===== config.mk =====
export PLATFORM = sky130hd
export DESIGN_NAME = mqtt_receive_parser_keepalive_core_flat
export DESIGN_NICKNAME = d
export VERILOG_FILES = /design/src/rtl/mqrx_pkg.sv /design/src/rtl/mqrx_req_if.sv /design/src/rtl/mqrx_rsp_if.sv /design/src/rtl/mqrx_parser.sv /design/src/rtl/mqrx_keepalive.sv /design/src/rtl/mqtt_receive_parser_keepalive_core.sv /design/src/flat_wrapper.sv
export SDC_FILE = /design/constraint.sdc
export NUM_CORES = 1
export LEC_CHECK = 0
export BUFFER_PORTS_ARGS = -buffer_cell sky130_fd_sc_hd__buf_4
export CAP_MARGIN = 20
export CORE_ASPECT_RATIO = 1.75
export CORE_UTILIZATION = 58
export CTS_BUF_LIST = sky130_fd_sc_hd__clkbuf_4 sky130_fd_sc_hd__clkbuf_8
export DETAILED_ROUTE_END_ITERATION = 6
export PLACE_DENSITY_LB_ADDON = 0.25
export SYNTH_ARGS = -nofsm -noshare
export SYNTH_HDL_FRONTEND = slang
export SYNTH_SLANG_ARGS = --single-unit

===== constraint.sdc =====
create_clock -name clock -period 5.6 [get_ports clock]
set_clock_uncertainty 0.05 [all_clocks]
set_input_delay 1.12 -clock clock [delete_from_list [all_inputs] [get_ports clock]]
set_output_delay 1.12 -clock clock [all_outputs]
set_load 0.05 [all_outputs]

===== src/rtl/mqrx_pkg.sv =====
// Shared types and constants for the MQTT receive parser with keepalive timer.
`default_nettype none
package mqrx_pkg;

   localparam int unsigned IDLE_W   = 26;
   localparam int unsigned LEN_W    = 28;
   localparam int unsigned CSR_IDX_W = 1;
   localparam int unsigned CSR_DAT_W = 26;

   localparam logic [IDLE_W-1:0] IDLE_MAX      = 26'h3FF_FFFF;
   localparam logic [IDLE_W-1:0] KEEPALIVE_RST = 26'd15000;

   localparam logic [CSR_IDX_W-1:0] CSR_KEEPALIVE = 1'd0;
   localparam logic [CSR_IDX_W-1:0] CSR_STREAM    = 1'd1;

   localparam logic [3:0] TYPE_CONNACK  = 4'd2;
   localparam logic [3:0] TYPE_PUBLISH  = 4'd3;
   localparam logic [3:0] TYPE_PUBREC   = 4'd5;
   localparam logic [3:0] TYPE_PINGREQ  = 4'd12;
   localparam logic [3:0] TYPE_PINGRESP = 4'd13;

   typedef enum logic [1:0] {
      FN_BYTE  = 2'd0,
      FN_TICK  = 2'd1,
      FN_SENT  = 2'd2,
      FN_RESET = 2'd3
   } func_type;

   typedef enum logic [2:0] {
      EV_TOPIC   = 3'd0,
      EV_PAYLOAD = 3'd1,
      EV_HEADER  = 3'd2,
      EV_PING    = 3'd3,
      EV_EXPIRED = 3'd4
   } event_type;

   typedef enum logic [2:0] {
      ACK_NONE     = 3'd0,
      ACK_PUBACK   = 3'd1,
      ACK_PUBREC   = 3'd2,
      ACK_PUBREL   = 3'd3,
      ACK_PINGRESP = 3'd4
   } ack_type;

   typedef enum logic [2:0] {
      PH_HEADER = 3'b001,
      PH_LENGTH = 3'b010,
      PH_BODY   = 3'b100
   } phase_type;

   typedef struct packed {
      event_type   event_res;
      logic [7:0]  data_byte;
      logic        end_of_packet;
      logic [3:0]  packet_type;
      logic [1:0]  qos_level;
      logic        retain_flag;
      logic [15:0] message_id;
      logic [15:0] topic_length;
      ack_type     ack;
      logic        oversize;
      logic [7:0]  return_code;
   } rsp_type;

   // parser -> keepalive
   typedef struct packed {
      logic done_ok;
      logic pingresp_ok;
   } pkt_sts_type;

   // keepalive -> top
   typedef struct packed {
      logic ping;
      logic expire;
   } ka_evt_type;

endpackage
`default_nettype wire


===== src/rtl/mqrx_req_if.sv =====
// Input channel: function code and received byte.
`default_nettype none
interface mqrx_req_if;
   logic       valid;
   logic       ready;
   logic [1:0] func;
   logic [7:0] rx_byte;

   modport source (output valid, output func, output rx_byte, input ready);
   modport sink   (input valid, input func, input rx_byte, output ready);
endinterface
`default_nettype wire


===== src/rtl/mqrx_rsp_if.sv =====
// Result channel: parsed event beat.
`default_nettype none
interface mqrx_rsp_if;
   logic        valid;
   logic        ready;
   logic [2:0]  event_res;
   logic [7:0]  data_byte;
   logic        end_of_packet;
   logic [3:0]  packet_type;
   logic [1:0]  qos_level;
   logic        retain_flag;
   logic [15:0] message_id;
   logic [15:0] topic_length;
   logic [2:0]  ack_type;
   logic        oversize;
   logic [7:0]  return_code;

   modport source (output valid, output event_res, output data_byte, output end_of_packet,
                   output packet_type, output qos_level, output retain_flag,
                   output message_id, output topic_length, output ack_type,
                   output oversize, output return_code, input ready);
   modport sink   (input valid, input event_res, input data_byte, input end_of_packet,
                   input packet_type, input qos_level, input retain_flag,
                   input message_id, input topic_length, input ack_type,
                   input oversize, input return_code, output ready);
endinterface
`default_nettype wire


===== src/rtl/mqrx_parser.sv =====
// Packet parser: fixed header, remaining length, publish topic/payload split.
`default_nettype none
module mqrx_parser import mqrx_pkg::*; #(
   parameter int unsigned MAX_PACKET = 128
) (
   input  wire logic        clock,
   input  wire logic        reset,
   input  wire logic        byte_en,
   input  wire logic        clear_en,
   input  wire logic [7:0]  rx_byte,
   input  wire logic        stream_mode,
   output rsp_type          res,
   output pkt_sts_type      sts
);

   phase_type         phase_ff, phase_in;
   logic [7:0]        header_ff, header_in;
   logic [LEN_W-1:0]  rlen_ff, rlen_in;
   logic [2:0]        lcnt_ff, lcnt_in;   // length bytes seen, 0..4
   logic [LEN_W-1:0]  bcnt_ff, bcnt_in;
   logic [15:0]       tlen_ff, tlen_in;
   logic [15:0]       msgid_ff, msgid_in;

   always_comb begin
      logic [7:0]       hdr;
      logic             finish;
      logic             done;
      logic [4:0]       shamt;
      logic [LEN_W-1:0] tl2;
      logic [LEN_W-1:0] tl4;
      logic [LEN_W:0]   total;
      logic             ovs;
      logic [1:0]       qos;

      phase_in  = phase_ff;
      header_in = header_ff;
      rlen_in   = rlen_ff;
      lcnt_in   = lcnt_ff;
      bcnt_in   = bcnt_ff;
      tlen_in   = tlen_ff;
      msgid_in  = msgid_ff;
      res       = '0;
      res.event_res = EV_HEADER;
      res.data_byte = rx_byte;
      sts       = '0;
      finish    = 1'b0;
      done      = 1'b0;
      hdr       = header_ff;
      shamt     = {lcnt_ff[1:0], 3'b000} - {2'b00, lcnt_ff};   // 7 * count
      tl2       = {12'd0, tlen_ff} + 28'd2;
      tl4       = {12'd0, tlen_ff} + 28'd4;
      qos       = (header_ff[2:1] == 2'b11) ? 2'b00 : header_ff[2:1];

      unique case (phase_ff)
         PH_LENGTH: begin
            if (lcnt_ff < 3'd4) begin
               rlen_in = rlen_ff | ({21'd0, rx_byte[6:0]} << shamt);
            end
            lcnt_in = lcnt_ff + 3'd1;
            done    = !rx_byte[7] || (lcnt_in == 3'd4);
            if (done) begin
               if (rlen_in == '0) begin
                  finish = 1'b1;
               end else begin
                  phase_in = PH_BODY;
               end
            end
         end
         PH_BODY: begin
            if (header_ff[7:4] == TYPE_PUBLISH) begin
               if (bcnt_ff == 28'd0) begin
                  tlen_in = {rx_byte, 8'h00};
               end else if (bcnt_ff == 28'd1) begin
                  tlen_in = tlen_ff | {8'h00, rx_byte};
               end else if (bcnt_ff < tl2) begin
                  res.event_res = EV_TOPIC;
               end else if (qos != 2'b00 && bcnt_ff < tl4) begin
                  if (bcnt_ff == tl2) begin
                     msgid_in = {rx_byte, 8'h00};
                  end else begin
                     msgid_in = msgid_ff | {8'h00, rx_byte};
                  end
               end else begin
                  res.event_res = EV_PAYLOAD;
               end
            end else begin
               if (bcnt_ff == 28'd0) begin
                  msgid_in = {rx_byte, 8'h00};
               end else if (bcnt_ff == 28'd1) begin
                  msgid_in = msgid_ff | {8'h00, rx_byte};
               end
            end
            bcnt_in = bcnt_ff + 28'd1;
            if (bcnt_in >= rlen_ff) begin
               finish = 1'b1;
            end
         end
         default: begin
            // header byte; an illegal phase code lands here too
            hdr       = rx_byte;
            header_in = rx_byte;
            rlen_in   = '0;
            lcnt_in   = '0;
            bcnt_in   = '0;
            tlen_in   = '0;
            msgid_in  = '0;
            phase_in  = PH_LENGTH;
         end
      endcase

      res.packet_type = hdr[7:4];
      if (hdr[7:4] == TYPE_PUBLISH) begin
         res.qos_level   = (hdr[2:1] == 2'b11) ? 2'b00 : hdr[2:1];
         res.retain_flag = hdr[0];
      end

      total = {1'b0, rlen_in} + {26'd0, lcnt_in} + 29'd1;
      ovs   = !stream_mode && (total > 29'(MAX_PACKET));

      if (finish) begin
         phase_in          = PH_HEADER;
         res.end_of_packet = 1'b1;
         res.oversize      = ovs;
         if (header_ff[7:4] == TYPE_PUBLISH) begin
            res.topic_length = tlen_in;
         end
         if (header_ff[7:4] == TYPE_CONNACK) begin
            res.return_code = msgid_in[7:0];
         end
         if (!ovs) begin
            sts.done_ok = byte_en;
            if (header_ff[7:4] == TYPE_PUBLISH) begin
               if (qos == 2'd1) begin
                  res.ack = ACK_PUBACK;
               end else if (qos == 2'd2) begin
                  res.ack = ACK_PUBREC;
               end
            end else if (header_ff[7:4] == TYPE_PUBREC) begin
               res.ack = ACK_PUBREL;
            end else if (header_ff[7:4] == TYPE_PINGREQ) begin
               res.ack = ACK_PINGRESP;
            end else if (header_ff[7:4] == TYPE_PINGRESP) begin
               sts.pingresp_ok = byte_en;
            end
            if (res.ack == ACK_PUBACK || res.ack == ACK_PUBREC || res.ack == ACK_PUBREL) begin
               res.message_id = msgid_in;
            end
         end
      end
   end

   always_ff @(posedge clock) begin
      if (reset || clear_en) begin
         phase_ff  <= PH_HEADER;
         header_ff <= '0;
         rlen_ff   <= '0;
         lcnt_ff   <= '0;
         bcnt_ff   <= '0;
         tlen_ff   <= '0;
         msgid_ff  <= '0;
      end else if (byte_en) begin
         phase_ff  <= phase_in;
         header_ff <= header_in;
         rlen_ff   <= rlen_in;
         lcnt_ff   <= lcnt_in;
         bcnt_ff   <= bcnt_in;
         tlen_ff   <= tlen_in;
         msgid_ff  <= msgid_in;
      end
   end

endmodule
`default_nettype wire


===== src/rtl/mqrx_keepalive.sv =====
// Keepalive timer: saturating idle counters, ping request and expiry.
`default_nettype none
module mqrx_keepalive import mqrx_pkg::*; (
   input  wire logic              clock,
   input  wire logic              reset,
   input  wire logic              tick_en,
   input  wire logic              sent_en,
   input  wire logic              clear_en,
   input  wire logic [IDLE_W-1:0] keepalive_ticks,
   input  wire pkt_sts_type       sts,
   output ka_evt_type             evt
);

   logic [IDLE_W-1:0] idle_in_ff, idle_in_in;
   logic [IDLE_W-1:0] idle_out_ff, idle_out_in;
   logic              ping_ff, ping_in;

   always_comb begin
      logic [IDLE_W-1:0] in_inc;
      logic [IDLE_W-1:0] out_inc;
      logic              timeout;

      in_inc  = (idle_in_ff == IDLE_MAX) ? idle_in_ff : idle_in_ff + 26'd1;
      out_inc = (idle_out_ff == IDLE_MAX) ? idle_out_ff : idle_out_ff + 26'd1;
      timeout = (in_inc > keepalive_ticks) || (out_inc > keepalive_ticks);

      idle_in_in  = idle_in_ff;
      idle_out_in = idle_out_ff;
      ping_in     = ping_ff;
      evt         = '0;

      priority if (clear_en) begin
         idle_in_in  = '0;
         idle_out_in = '0;
         ping_in     = 1'b0;
      end else if (tick_en) begin
         if (timeout) begin
            // expiry clears the session; a fresh timeout sends a ping
            idle_in_in  = '0;
            idle_out_in = '0;
            ping_in     = !ping_ff;
            evt.ping    = !ping_ff;
            evt.expire  = ping_ff;
         end else begin
            idle_in_in  = in_inc;
            idle_out_in = out_inc;
         end
      end else if (sent_en) begin
         idle_out_in = '0;
      end else begin
         if (sts.done_ok) begin
            idle_in_in = '0;
         end
         if (sts.pingresp_ok) begin
            ping_in = 1'b0;
         end
      end
   end

   always_ff @(posedge clock) begin
      if (reset) begin
         idle_in_ff  <= '0;
         idle_out_ff <= '0;
         ping_ff     <= 1'b0;
      end else begin
         idle_in_ff  <= idle_in_in;
         idle_out_ff <= idle_out_in;
         ping_ff     <= ping_in;
      end
   end

endmodule
`default_nettype wire


===== src/rtl/mqtt_receive_parser_keepalive_core.sv =====
// MQTT receive parser with keepalive timer: one beat in, at most one beat out.
// A result is registered and appears on rsp in the cycle after its input beat is accepted.
// Throughput: one input beat per cycle unless a held result stalls req; the parser and timer state update at accept,
// and the output register takes a new result in the same cycle the old one drains.
// Reset (synchronous, active high) clears parser, timer and output valid, and loads
// keepalive_ticks = 15000 and stream_mode = 0.
`default_nettype none
module mqtt_receive_parser_keepalive_core import mqrx_pkg::*; #(
   parameter int unsigned MAX_PACKET = 128
) (
   input  wire logic                 clock,
   input  wire logic                 reset,
   mqrx_req_if.sink                  req_bus,
   mqrx_rsp_if.source                rsp_bus,
   input  wire logic                 csr_wr_en,
   input  wire logic [CSR_IDX_W-1:0] csr_index,
   input  wire logic [CSR_DAT_W-1:0] csr_wr_data
);

   logic [IDLE_W-1:0] keepalive_ff, keepalive_in;
   logic              stream_ff, stream_in;
   logic              rsp_valid_ff, rsp_valid_in;
   rsp_type           rsp_data_ff, rsp_data_in;

   logic        accept;
   func_type    func;
   logic        byte_en, tick_en, sent_en, reset_en;
   rsp_type     parse_res;
   pkt_sts_type pkt_sts;
   ka_evt_type  ka_evt;
   logic        load;

   assign req_bus.ready = !rsp_valid_ff || rsp_bus.ready;
   assign accept  = req_bus.valid && req_bus.ready;
   assign func    = func_type'(req_bus.func);
   assign byte_en  = accept && (func == FN_BYTE);
   assign tick_en  = accept && (func == FN_TICK);
   assign sent_en  = accept && (func == FN_SENT);
   assign reset_en = accept && (func == FN_RESET);

   mqrx_parser #(
      .MAX_PACKET (MAX_PACKET)
   ) u_parser (
      .clock       (clock),
      .reset       (reset),
      .byte_en     (byte_en),
      .clear_en    (reset_en || ka_evt.expire),
      .rx_byte     (req_bus.rx_byte),
      .stream_mode (stream_ff),
      .res         (parse_res),
      .sts         (pkt_sts)
   );

   mqrx_keepalive u_keepalive (
      .clock           (clock),
      .reset           (reset),
      .tick_en         (tick_en),
      .sent_en         (sent_en),
      .clear_en        (reset_en),
      .keepalive_ticks (keepalive_ff),
      .sts             (pkt_sts),
      .evt             (ka_evt)
   );

   // configuration writes
   always_comb begin
      keepalive_in = keepalive_ff;
      stream_in    = stream_ff;
      if (csr_wr_en) begin
         unique case (csr_index)
            CSR_KEEPALIVE: keepalive_in = csr_wr_data;
            CSR_STREAM:    stream_in    = csr_wr_data[0];
         endcase
      end
   end

   // output register
   always_comb begin
      load        = byte_en || ka_evt.ping || ka_evt.expire;
      rsp_data_in = rsp_data_ff;
      if (byte_en) begin
         rsp_data_in = parse_res;
      end else if (load) begin
         rsp_data_in = '0;
         rsp_data_in.event_res = ka_evt.expire ? EV_EXPIRED : EV_PING;
      end
      if (load) begin
         rsp_valid_in = 1'b1;
      end else if (rsp_bus.ready) begin
         rsp_valid_in = 1'b0;
      end else begin
         rsp_valid_in = rsp_valid_ff;
      end
   end

   always_ff @(posedge clock) begin
      if (reset) begin
         keepalive_ff <= KEEPALIVE_RST;
         stream_ff    <= 1'b0;
         rsp_valid_ff <= 1'b0;
      end else begin
         keepalive_ff <= keepalive_in;
         stream_ff    <= stream_in;
         rsp_valid_ff <= rsp_valid_in;
      end
   end

   always_ff @(posedge clock) begin
      rsp_data_ff <= rsp_data_in;
   end

   assign rsp_bus.valid         = rsp_valid_ff;
   assign rsp_bus.event_res     = rsp_data_ff.event_res;
   assign rsp_bus.data_byte     = rsp_data_ff.data_byte;
   assign rsp_bus.end_of_packet = rsp_data_ff.end_of_packet;
   assign rsp_bus.packet_type   = rsp_data_ff.packet_type;
   assign rsp_bus.qos_level     = rsp_data_ff.qos_level;
   assign rsp_bus.retain_flag   = rsp_data_ff.retain_flag;
   assign rsp_bus.message_id    = rsp_data_ff.message_id;
   assign rsp_bus.topic_length  = rsp_data_ff.topic_length;
   assign rsp_bus.ack_type      = rsp_data_ff.ack;
   assign rsp_bus.oversize      = rsp_data_ff.oversize;
   assign rsp_bus.return_code   = rsp_data_ff.return_code;

endmodule
`default_nettype wire


===== src/flat_wrapper.sv =====
// flat-port wrapper written by rule: the top's interface ports become plain ports
module mqtt_receive_parser_keepalive_core_flat import mqrx_pkg::*;
#(
   parameter int unsigned MAX_PACKET = 128
)
  (clock, reset, csr_wr_en, csr_index, csr_wr_data, req_bus_valid, req_bus_func, req_bus_rx_byte, req_bus_ready, rsp_bus_valid, rsp_bus_event_res, rsp_bus_data_byte, rsp_bus_end_of_packet, rsp_bus_packet_type, rsp_bus_qos_level, rsp_bus_retain_flag, rsp_bus_message_id, rsp_bus_topic_length, rsp_bus_ack_type, rsp_bus_oversize, rsp_bus_return_code, rsp_bus_ready);
  mqrx_req_if req_bus_i ();
  mqrx_rsp_if rsp_bus_i ();
  input  wire logic clock;
  input  wire logic reset;
  input  wire logic csr_wr_en;
  input  wire logic [CSR_IDX_W-1:0] csr_index;
  input  wire logic [CSR_DAT_W-1:0] csr_wr_data;
  input wire logic [$bits(req_bus_i.valid)-1:0] req_bus_valid;
  input wire logic [$bits(req_bus_i.func)-1:0] req_bus_func;
  input wire logic [$bits(req_bus_i.rx_byte)-1:0] req_bus_rx_byte;
  output wire logic [$bits(req_bus_i.ready)-1:0] req_bus_ready;
  output wire logic [$bits(rsp_bus_i.valid)-1:0] rsp_bus_valid;
  output wire logic [$bits(rsp_bus_i.event_res)-1:0] rsp_bus_event_res;
  output wire logic [$bits(rsp_bus_i.data_byte)-1:0] rsp_bus_data_byte;
  output wire logic [$bits(rsp_bus_i.end_of_packet)-1:0] rsp_bus_end_of_packet;
  output wire logic [$bits(rsp_bus_i.packet_type)-1:0] rsp_bus_packet_type;
  output wire logic [$bits(rsp_bus_i.qos_level)-1:0] rsp_bus_qos_level;
  output wire logic [$bits(rsp_bus_i.retain_flag)-1:0] rsp_bus_retain_flag;
  output wire logic [$bits(rsp_bus_i.message_id)-1:0] rsp_bus_message_id;
  output wire logic [$bits(rsp_bus_i.topic_length)-1:0] rsp_bus_topic_length;
  output wire logic [$bits(rsp_bus_i.ack_type)-1:0] rsp_bus_ack_type;
  output wire logic [$bits(rsp_bus_i.oversize)-1:0] rsp_bus_oversize;
  output wire logic [$bits(rsp_bus_i.return_code)-1:0] rsp_bus_return_code;
  input wire logic [$bits(rsp_bus_i.ready)-1:0] rsp_bus_ready;
  assign req_bus_i.valid = req_bus_valid;
  assign req_bus_i.func = req_bus_func;
  assign req_bus_i.rx_byte = req_bus_rx_byte;
  assign req_bus_ready = req_bus_i.ready;
  assign rsp_bus_valid = rsp_bus_i.valid;
  assign rsp_bus_event_res = rsp_bus_i.event_res;
  assign rsp_bus_data_byte = rsp_bus_i.data_byte;
  assign rsp_bus_end_of_packet = rsp_bus_i.end_of_packet;
  assign rsp_bus_packet_type = rsp_bus_i.packet_type;
  assign rsp_bus_qos_level = rsp_bus_i.qos_level;
  assign rsp_bus_retain_flag = rsp_bus_i.retain_flag;
  assign rsp_bus_message_id = rsp_bus_i.message_id;
  assign rsp_bus_topic_length = rsp_bus_i.topic_length;
  assign rsp_bus_ack_type = rsp_bus_i.ack_type;
  assign rsp_bus_oversize = rsp_bus_i.oversize;
  assign rsp_bus_return_code = rsp_bus_i.return_code;
  assign rsp_bus_i.ready = rsp_bus_ready;
  mqtt_receive_parser_keepalive_core #(.MAX_PACKET(MAX_PACKET)) u_core (.clock(clock), .reset(reset), .req_bus(req_bus_i), .rsp_bus(rsp_bus_i), .csr_wr_en(csr_wr_en), .csr_index(csr_index), .csr_wr_data(csr_wr_data));
endmodule

* Word level (Yosys, flattened, before mapping)
Index checks and enable logic that the tools add are counted.
** Cells by class
- Eq/ne operators :: 28
- Add/subtract/negate cells :: 9
- $mul :: 0
- Reductions and logical operators :: 38
- Magnitude comparators :: 7
- Divide/modulo/power cells :: 0
- Shifts and indexed selects :: 1
- Muxes and demuxes :: 77
- Bitwise gates (word level) :: 6
** Operators with widths (number)
- 2-to-1 mux 26 bit :: 9
- 2-to-1 mux 16 bit :: 14
- 2-to-1 mux 63 bit :: 2
- case mux 28 bit (2 select lines) :: 2
- case mux 16 bit (2 select lines) :: 2
- logical NOT 28 bit :: 2
- < comparator 28 x 17 -> 1 bit :: 2
- 2-to-1 mux 28 bit :: 2
- adder 26 x 1 -> 26 bit, second input constant :: 2
- == test 26 bit, second input constant :: 2
- greater-than comparator 26 bit :: 2
- 2-to-1 mux 44 bit :: 1
- 2-to-1 mux 3 bit :: 11
- OR 16 x 8 -> 16 bit :: 2
- 2-to-1 mux 2 bit :: 15
- adder 28 x 3 -> 29 bit :: 1
- adder 29 x 1 -> 29 bit, second input constant :: 1
- greater-than comparator 29 x 8 -> 1 bit, second input constant :: 1
- adder 28 x 1 -> 28 bit, second input constant :: 1
- == test 28 x 1 -> 1 bit, second input constant :: 1
- == test 28 x 17 -> 1 bit :: 1
- greater-or-equal comparator 28 bit :: 1
- OR 28 bit :: 1
- << shifter 7 x 5 -> 28 bit :: 1
- 30 further kinds :: 87
** Word-level totals
- Latch bits :: 0
- Register bits :: 246
- Bits of input ports :: 42
- Memory bits (read-only) :: 0
- RAM bits :: 0
- Logic and storage cells :: 191
- Memories kept :: 0

* Longest topological paths before layout
Gate-level depths: netlist (run 1).
- Depth after elaboration :: 19
- Mapped depth :: 24

* Cells and area by module
From an unflattened synthesis (run 1), not the netlist that was laid out.
** Unflattened totals
- Cells, all modules :: 2078
- Area, all modules :: 17192.7 µm²
** By module, submodules not included
- mqrx_parser :: cells an instance 1259, area each 9426.5 µm², times used 1
- mqrx_keepalive :: cells an instance 552, area each 4329.2 µm², times used 1
- mqtt_receive_parser_keepalive_core :: cells an instance 267, area each 3437.0 µm², times used 1

* Least setup slack after synthesis (run 1)
Ideal clock, no wire load.
- Kind :: reg-to-reg
- Start :: reg u_core.u_keepalive.idle_out_ff[4]
- End :: reg u_core.rsp_data_ff, in the netlist u_core.rsp_bus.ack_type[0] (enable)
- Cell stages (with the launch flop) :: 23
- Period minus slack after synthesis :: 6.229 ns
- Arrival :: 5.496 ns
- Setup slack :: -0.629 ns
- Buffers on the path :: 1
- Setup time :: 0.683 ns
- Path through :: dfxtp_1 -> clkbuf_1 -> and4_1 -> nand4_1 -> nor4_1 -> nand4_1 -> nor2b_1 -> nand2_1 -> nor2_1 -> nand3_1 -> xnor2_1 -> ha_1 -> a21o_1 -> a21o_1 -> a21o_1 -> a21o_1 -> a2111oi_0 -> nor2_1 -> o41ai_1 -> o21ai_0 -> or2_2 -> nand2_1 -> nand2_1
** Between the ends
- Word-level cells in the longest chain between the ends :: 10
- Elaborated cells on any way between the ends :: 11
** Ends and longest elaborated chain
- start, declared :: RTL line mqrx_keepalive.sv:15 : logic [IDLE_W-1:0] idle_out_ff, idle_out_in;
- start signal, assigned :: RTL line mqrx_keepalive.sv:67 : idle_out_ff <= idle_out_in;
- adder 26 x 1 -> 26 bit or == test 26 bit (tied branches) :: RTL line mqrx_keepalive.sv:24 : out_inc = (idle_out_ff == IDLE_MAX) ? idle_out_ff : idle_out_ff + 26'd1;
- 2-to-1 mux 26 bit (*) :: RTL line mqrx_keepalive.sv:24
- greater-than comparator 26 bit (*) :: RTL line mqrx_keepalive.sv:25 : timeout = (in_inc > keepalive_ticks) || (out_inc > keepalive_ticks);
- logical OR 1 bit (*) :: RTL line mqrx_keepalive.sv:25
- 2-to-1 mux 2 bit (*) :: RTL line mqrx_keepalive.sv:37 : if (timeout) begin
- 2-to-1 mux 2 bit (*) :: RTL line mqrx_keepalive.sv:36 : end else if (tick_en) begin
- 2-to-1 mux 2 bit (*) :: RTL line mqrx_keepalive.sv:32 : priority if (clear_en) begin
- logical OR 1 bit :: RTL line mqtt_receive_parser_keepalive_core.sv:79 : load = byte_en || ka_evt.ping || ka_evt.expire;
- logical OR 1 bit (*) :: RTL line mqtt_receive_parser_keepalive_core.sv:79
- nonzero test 2 bit (no line) (*)
- end signal, assigned :: RTL line mqtt_receive_parser_keepalive_core.sv:109 : rsp_data_ff <= rsp_data_in;
- end, declared :: RTL line mqtt_receive_parser_keepalive_core.sv:23 : rsp_type rsp_data_ff, rsp_data_in;
Every way passes the cells marked *; elsewhere a longest branch is shown, timed or not.
A chain may end at the register's enable or synchronous reset.

* Worst setup path in the final report (run 1)
- Start :: reg u_core.u_keepalive.idle_out_ff[4]
- End :: reg u_core.rsp_data_ff, in the netlist u_core.rsp_bus.message_id[10] (enable)
Same word-level chain as after synthesis.

==> flow_metrics.tcl, run 1 <==
set metrics [dict create \
    grt_pass1_vias 15900 \
    slew_viol_final 0 \
    async_reset_ff_frac 0 \
    synth-seq-cells 245 \
    die_h_um 226 \
    netlist.area_leader.share 0.219 \
    boundaryPins 107 \
    clockBufferDepth 3 \
    antenna_found_initial 0 \
    p_comb_frac 0.118 \
    row_count 81 \
    drv_cap 0 \
    netlist-cell-type-count 82 \
    p_seq_frac 0.484 \
    fmax_mhz 190 \
    syn_nets 2197 \
    cts_sinks 245 \
    required_ps 5870 \
    area_growth_pct 13.4 \
    gp_congestion 1.05 \
    globalRouteOverflowTotal 0 \
    vias 16400 \
    dr.pass1.iters 6 \
    cts.clk_slew.worst_paths_ps 60 \
    cts_root_buf "clkbuf_8" \
    startpoint_type "flop" \
    dieArea_mm2 0.0294 \
    relSlewSlack 0.343 \
    port_buffers 106 \
    ys_top_cells_by_area "dfxtp_1 (22%), edfxtp_1 (11%), ha_1 (9.6%)" \
    grt_pass1_wl_um 85200 \
    criticalPathCategory "reg2reg" \
    cts_buffers 37 \
    ys_seq_area_frac 0.333 \
    grt_setup_unrepaired "no" \
    end_kind "flop" \
    register_area_mm2 0.00554 \
    p_clk_frac 0.398 \
    drive_above_1_share 0.144 \
    multiInputGateArea_mm2 0.0104 \
    dpl.hpwl_um 42000 \
    tightest_slew_ps 983 \
    fin_nets 2300 \
    layout_min_cycle_time_ps 5270 \
    die_w_um 130 \
    outcome "finished clean" \
    cts_hold_buf 0 \
    hold_slack_ps 406 \
    n_antenna_cell 0 \
    drtAntennaViolNets 0 \
    netlist_area_mm2 0.0166 \
    synthCells 2026 \
    clock_latency_ps 590 \
    finalSetupViolations 0 \
    htreeDepth 2 \
    yosys_warnings 0 \
    fin_crit_sh 0.941 \
    start_util 0.593 \
    cts_tree "yes" \
    p_switching_mw 1.08 \
    powerDensity_mw_per_mm2 203 \
    switching_share 0.281 \
    synthMostInstantiatedCell "nor2_1" \
    hold_viol_final 0 \
    yosys-top-cells-count "nor2_1 (213), nand2_1 (198), dfxtp_1 (182), a21oi_1 (151), ha_1 (128)" \
    synth_ff_type "dfxtp_1" \
    nFillCells 2354 \
    power_mw 3.83 \
    ir_drop_v 0.000208 \
    track_usage 0.384 \
    leakage_nw 7.53 \
    postLayoutCoreUtil 0.672 \
    crit_fanout 41 \
    finalWirelength_um 55800 \
    hold_path.class "reg2reg" \
    setup-tns-final_ps 0 \
    p_int_mw 2.75 \
    viasPerCell 6.47 \
    grt_max_degree 94 \
    synth_edf_count 63 \
    drc_errors 0 \
    arrival_ps 5540 \
    yosysTopAreaCell "dfxtp_1" \
    postSynthAreaPerCell_um2 8.21 \
    drt_first_iter_violations 1242 \
    coreArea_mm2 0.0281 \
    detail_route.wl_per_cell_um 22.0 \
]
## kinds of logic after synthesis
group                      count (synthesis)  synth area share
muxes                                     26            0.0195
AOI/OAI and AO/OA                        535             0.219
and+or+nand+nor                          795             0.233
xor gates and xnor gates                  98            0.0521
DFF                                      245             0.333
buffers and inverters                    198            0.0456
adders and majority gates                129            0.0975
## metal layers
layer / up-vias / part of all wire / GRT usage
li1: 7623 / - / -
met4: 0 / 0.095 / 0.333
met2: 694 / 0.51 / 0.686
met1: 7755 / 0.34 / 0.377
met5: - / 0 / 0
met3: 279 / 0.053 / 0.0611
## flip-flops by register name, indices dropped and copies added (netlist names)
| name | count |
|---|---|
| u_core.u_parser.bcnt_ff | 28 |
| u_core.u_keepalive.ping_ff | 1 |
| u_core.u_parser.header_ff | 7 |
| u_core.rsp_bus.data_byte | 8 |
| u_core.rsp_bus.oversize | 1 |
| u_core.rsp_bus.ack_type | 3 |
| u_core.rsp_bus.return_code | 8 |
| u_core.u_parser.lcnt_ff | 3 |
| u_core.u_parser.tlen_ff | 16 |
| u_core.rsp_bus.valid | 1 |
| u_core.u_parser.phase_ff | 3 |
| u_core.rsp_bus.packet_type | 4 |
| u_core.rsp_bus.end_of_packet | 1 |
| u_core.u_parser.rlen_ff | 28 |
| u_core.u_keepalive.idle_out_ff | 26 |
| u_core.keepalive_ff | 26 |
| u_core.rsp_bus.qos_level | 2 |
| u_core.stream_ff | 1 |
| u_core.rsp_bus.event_res | 3 |
| u_core.rsp_bus.retain_flag | 1 |
| u_core.rsp_bus.message_id | 16 |
| u_core.rsp_bus.topic_length | 16 |
| u_core.u_keepalive.idle_in_ff | 26 |
| u_core.u_parser.msgid_ff | 16 |
## power by group through the flow
stage | logic (mW) | clock network (mW) | registers, mW
after CTS | 0.434 | 1.55 | 1.85
final | 0.451 | 1.52 | 1.85
after floorplan | 0.244 | 0 | 1.91
after detailed placement | 0.433 | 0 | 1.89
after global routing | 0.477 | 1.60 | 1.85
after global placement | 0.430 | 0 | 1.89
## timing repair
| item | in CTS | in global routing |
|---|---|---|
| buffers inserted | 0 | 1 |
| endpoints found under the setup margin | 1 | 217 |
| resized for setup | 1 | 9 |
## worst paths after layout
path | start | slack, ps | depth (start not counted) | to
worst max-delay path | u_core.u_keepalive.idle_out_ff[4] | 330 | 23 | u_core.rsp_bus.message_id[10]
worst min-delay path | u_core.keepalive_ff[10] | 410 | 2 | u_core.keepalive_ff[10]
worst max register to register | u_core.u_keepalive.idle_out_ff[4] | 330 | 23 | u_core.rsp_bus.message_id[10]
worst min register to register | u_core.keepalive_ff[10] | 410 | 2 | u_core.keepalive_ff[10]
## stage by stage
stage          std cells  worst slack (ps)  area (um^2)
2_1_floorplan       2026              60.4        16600
3_3_place_gp        2460               116        18100
3_5_place_dp        2460              15.7        18100
4_1_cts             2526              53.5        18800
5_1_grt             2529              26.8        18900
6_report            2529               330        18900
## cell usage in the layout (no fill, tap or decap), types with 18 or more instances in the layout
master    instances
nor4_1           27
nand3_1          72
a22o_1           28
a32oi_1          20
clkbuf_8         42
o21ai_0          67
a22oi_1          60
o21a_1           20
xor2_1           37
a21oi_1         151
a211oi_1         18
a21o_1           47
dfxtp_1         182
and2_1           28
nand2_1         197
nor3_1           55
nand4_1          50
nor2b_1          25
ha_1            128
inv_1            76
nor2_1          213
xnor2_1          60
and3_1           27
edfxtp_1         63
buf_4           183
nand2b_1         19
## worst max-delay path: stages, from the launching register on
cell and delay (ps):
dfxtp_1 450, and4_1 290, nand4_1 160, nor4_2 290
nand4_1 190, buf_4 210, nor2b_1 140, nand3_1 140
nor2_1 60, nand2_1 70, nor2_1 40, or2_2 270
ha_1 300, a21o_1 160, a21o_1 170, a21o_1 190
a21oi_1 180, nor2b_1 60, o41ai_1 420, o21ai_1 180
or2_2 340, nand2_1 170, nand2_4 200, buf_12 260
## cell type report
type | count | area share
multi-input combinational | 1583 | 0.552
clock inverter | 14 | 0.00458
inverter | 76 | 0.0151
tap | 373 | 0.0247
timing repair buffer | 186 | 0.0757
sequential | 245 | 0.293
clock buffer | 52 | 0.0346
Note: power is estimated with default switching activity, not from simulation.
==> run 2: changes to the inputs <==
--- a/config.mk
+++ b/config.mk
@@ -11,6 +11,7 @@
 export CORE_UTILIZATION = 58
 export CTS_BUF_LIST = sky130_fd_sc_hd__clkbuf_4 sky130_fd_sc_hd__clkbuf_8
 export DETAILED_ROUTE_END_ITERATION = 6
+export GPL_TIMING_DRIVEN = 0
 export PLACE_DENSITY_LB_ADDON = 0.25
 export SYNTH_ARGS = -nofsm -noshare
 export SYNTH_HDL_FRONTEND = slang
==> run 2 against run 1 <==
Non-clock buffer count increased by 53. Die area did not move. Hold slack worse by 2.4 ps. Power rose by 1.6%. Register-to-register slack worse by 210 ps. Clock power about the same. Wire length grew 5.3%. Sequential share of layout area shrank 0.56 points. Critical path depth decreased by 2. Flip-flop and latch count unchanged. Combinational power up 6.9%. Critical endpoint is now u_core.u_parser.rlen_ff[25]. Largest cell class unchanged.
==> flow_metrics.tcl, run 2 (synthesis gave the netlist of run 1 again) <==
set metrics [dict create \
    layout_min_cycle_time_ps 5480 \
    tightest_slew_ps 1260 \
    die_h_um 226 \
    finalWirelength_um 58700 \
    path_cells "and3_1 > and3_1 > nand3_1 > nor4_4 > nor2_4 > and3_1 > nand3_1 > nor2_2 > nand3_1 > xnor2_2 > ha_1 > a21o_1 > a21o_1 > a21oi_1 > o221ai_1 > a211oi_2 > o21ai_2 > o211a_4 > nand2b_1 > clkbuf_2 > a211oi_1" \
    ir_drop_v 0.000183 \
    drive_above_1_share 0.146 \
    drtAntennaViolNets 0 \
    powerDensity_mw_per_mm2 202 \
    path_buf_inv 1 \
    required_ps 6040 \
    outcome "finished clean" \
    clock_latency_ps 590 \
    p_int_mw 2.79 \
    fmax_mhz 183 \
    hold_path.class "reg2reg" \
    track_usage 0.407 \
    vias 16900 \
    arrival_ps 5920 \
    setup-tns-final_ps 0 \
    boundaryPins 107 \
    end_kind "flop" \
    finalSetupViolations 0 \
    fin_crit_sh 0.978 \
    critical-path-top-delay-family "simple AND/OR/NAND/NOR gates" \
    clockBufferDepth 3 \
    htreeDepth 2 \
    cts_buffers 38 \
    area_growth_pct 15.8 \
    fin_nets 2355 \
    power_mw 3.89 \
    coreArea_mm2 0.0281 \
    cts.clk_slew.worst_paths_ps 70 \
    hold_viol_final 0 \
    cts_tree "yes" \
    row_count 81 \
    p_clk_frac 0.400 \
    cts_hold_buf 0 \
    dieArea_mm2 0.0294 \
    drt_first_iter_violations 1348 \
    top_regs "u_core.u_parser.bcnt_ff (28), u_core.u_parser.rlen_ff (28)" \
    grt_pass1_wl_um 90000 \
    hold_slack_ps 404 \
    slew_viol_final 0 \
    detail_route.wl_per_cell_um 22.7 \
    design_area_mm2 0.0193 \
    cts_root_buf "clkbuf_8" \
    die_w_um 130 \
    gp_congestion 1.05 \
    antenna_found_initial 1 \
    placed_area_mm2 0.0179 \
    startpoint_type "flop" \
    crit_path_max_incr_delay_ps 460 \
    cts_sinks 245 \
    port_buffers 104 \
    grt_max_degree 64 \
    dpl.hpwl_um 44700 \
    drv_cap 0 \
    grt_pass1_vias 16600 \
    p_switching_mw 1.10 \
    leakage_nw 7.62 \
    crit_slowest_cell "dfxtp_1" \
    drc_errors 0 \
    viasPerCell 6.55 \
    criticalPathCategory "reg2reg" \
    p_seq_frac 0.476 \
    globalRouteOverflowTotal 0 \
    start_util 0.593 \
    crit_fanout 10 \
    layout_commonest_cell "nor2_1" \
    dr.pass1.iters 7 \
    layout_common_cells "nor2_1 (211), nand2_1 (194), dfxtp_1 (177)" \
    switching_share 0.283 \
    p_comb_frac 0.124 \
    relSlewSlack 0.158 \
]
## run 2: metrics by stage
step	worst slack [ps]	instances	util
CTS	18.9	2578	0.677
floorplan	60.4	2026	-
global route	-22.5	2581	0.686
finish	121	2582	0.686
global placement	-1690	2503	0.637
detailed placement	-1760	2507	0.639
## run 2: path summary, 6_finish.rpt
check,startpoint,endpoint,slack [ps],cells after the start
setup / recovery,u_core.u_keepalive.idle_in_ff[3],u_core.u_parser.rlen_ff[25],120,21
hold / removal,u_core.keepalive_ff[17],u_core.keepalive_ff[17],400,2
setup reg to reg,u_core.u_keepalive.idle_in_ff[3],u_core.u_parser.rlen_ff[25],120,21
hold reg to reg,u_core.keepalive_ff[17],u_core.keepalive_ff[17],400,2
## run 2: routing by layer
layer / share of wire / GRT usage / vias up
met5: 0 / 0 / -
met4: 0.11 / 0.371 / 0
met3: 0.059 / 0.0749 / 331
met2: 0.50 / 0.719 / 865
met1: 0.33 / 0.396 / 7983
li1: - / - / 7729
## run 2: worst reg2reg max path: stages (launching register included)
cell and delay, ps:
dfxtp_1 460, and3_1 300, and3_1 260, nand3_1 190, nor4_4 340, nor2_4 120
and3_1 270, nand3_1 180, nor2_2 90, nand3_1 180, xnor2_2 160, ha_1 290
a21o_1 170, a21o_1 170, a21oi_1 140, o221ai_1 210, a211oi_2 430, o21ai_2 180
o211a_4 330, nand2b_1 200, clkbuf_2 330, a211oi_1 330
## run 2: cell type report
type / instances / area (um^2)
diodes: 1 / 2.50
multi-input cells: 1584 / 10700
plain buffers: 114 / 529
clock inverters: 10 / 62.6
fillers: 2310 / 8820
flip-flops and latches: 245 / 5540
well taps: 373 / 467
repair buffers: 125 / 953
inverters: 76 / 289
clock buffers: 54 / 693
## run 2: power groups by stage
| stage | combinational, mW | clock (mW) | sequential (mW) |
|---|---|---|---|
| after detailed placement | 0.442 | 0 | 1.89 |
| after CTS | 0.457 | 1.56 | 1.85 |
| after global routing | 0.507 | 1.62 | 1.85 |
| after global placement | 0.438 | 0 | 1.89 |
| after floorplan | 0.244 | 0 | 1.91 |
| final | 0.482 | 1.55 | 1.85 |
## run 2: what timing repair did
item / CTS / global route
buffers inserted: 10 / 7
gates resized for setup: 71 / 59
setup endpoints to repair: 265 / 261
pin swaps: 6 / 13
cloned: 0 / 1
hold endpoints to repair: 0 / 0
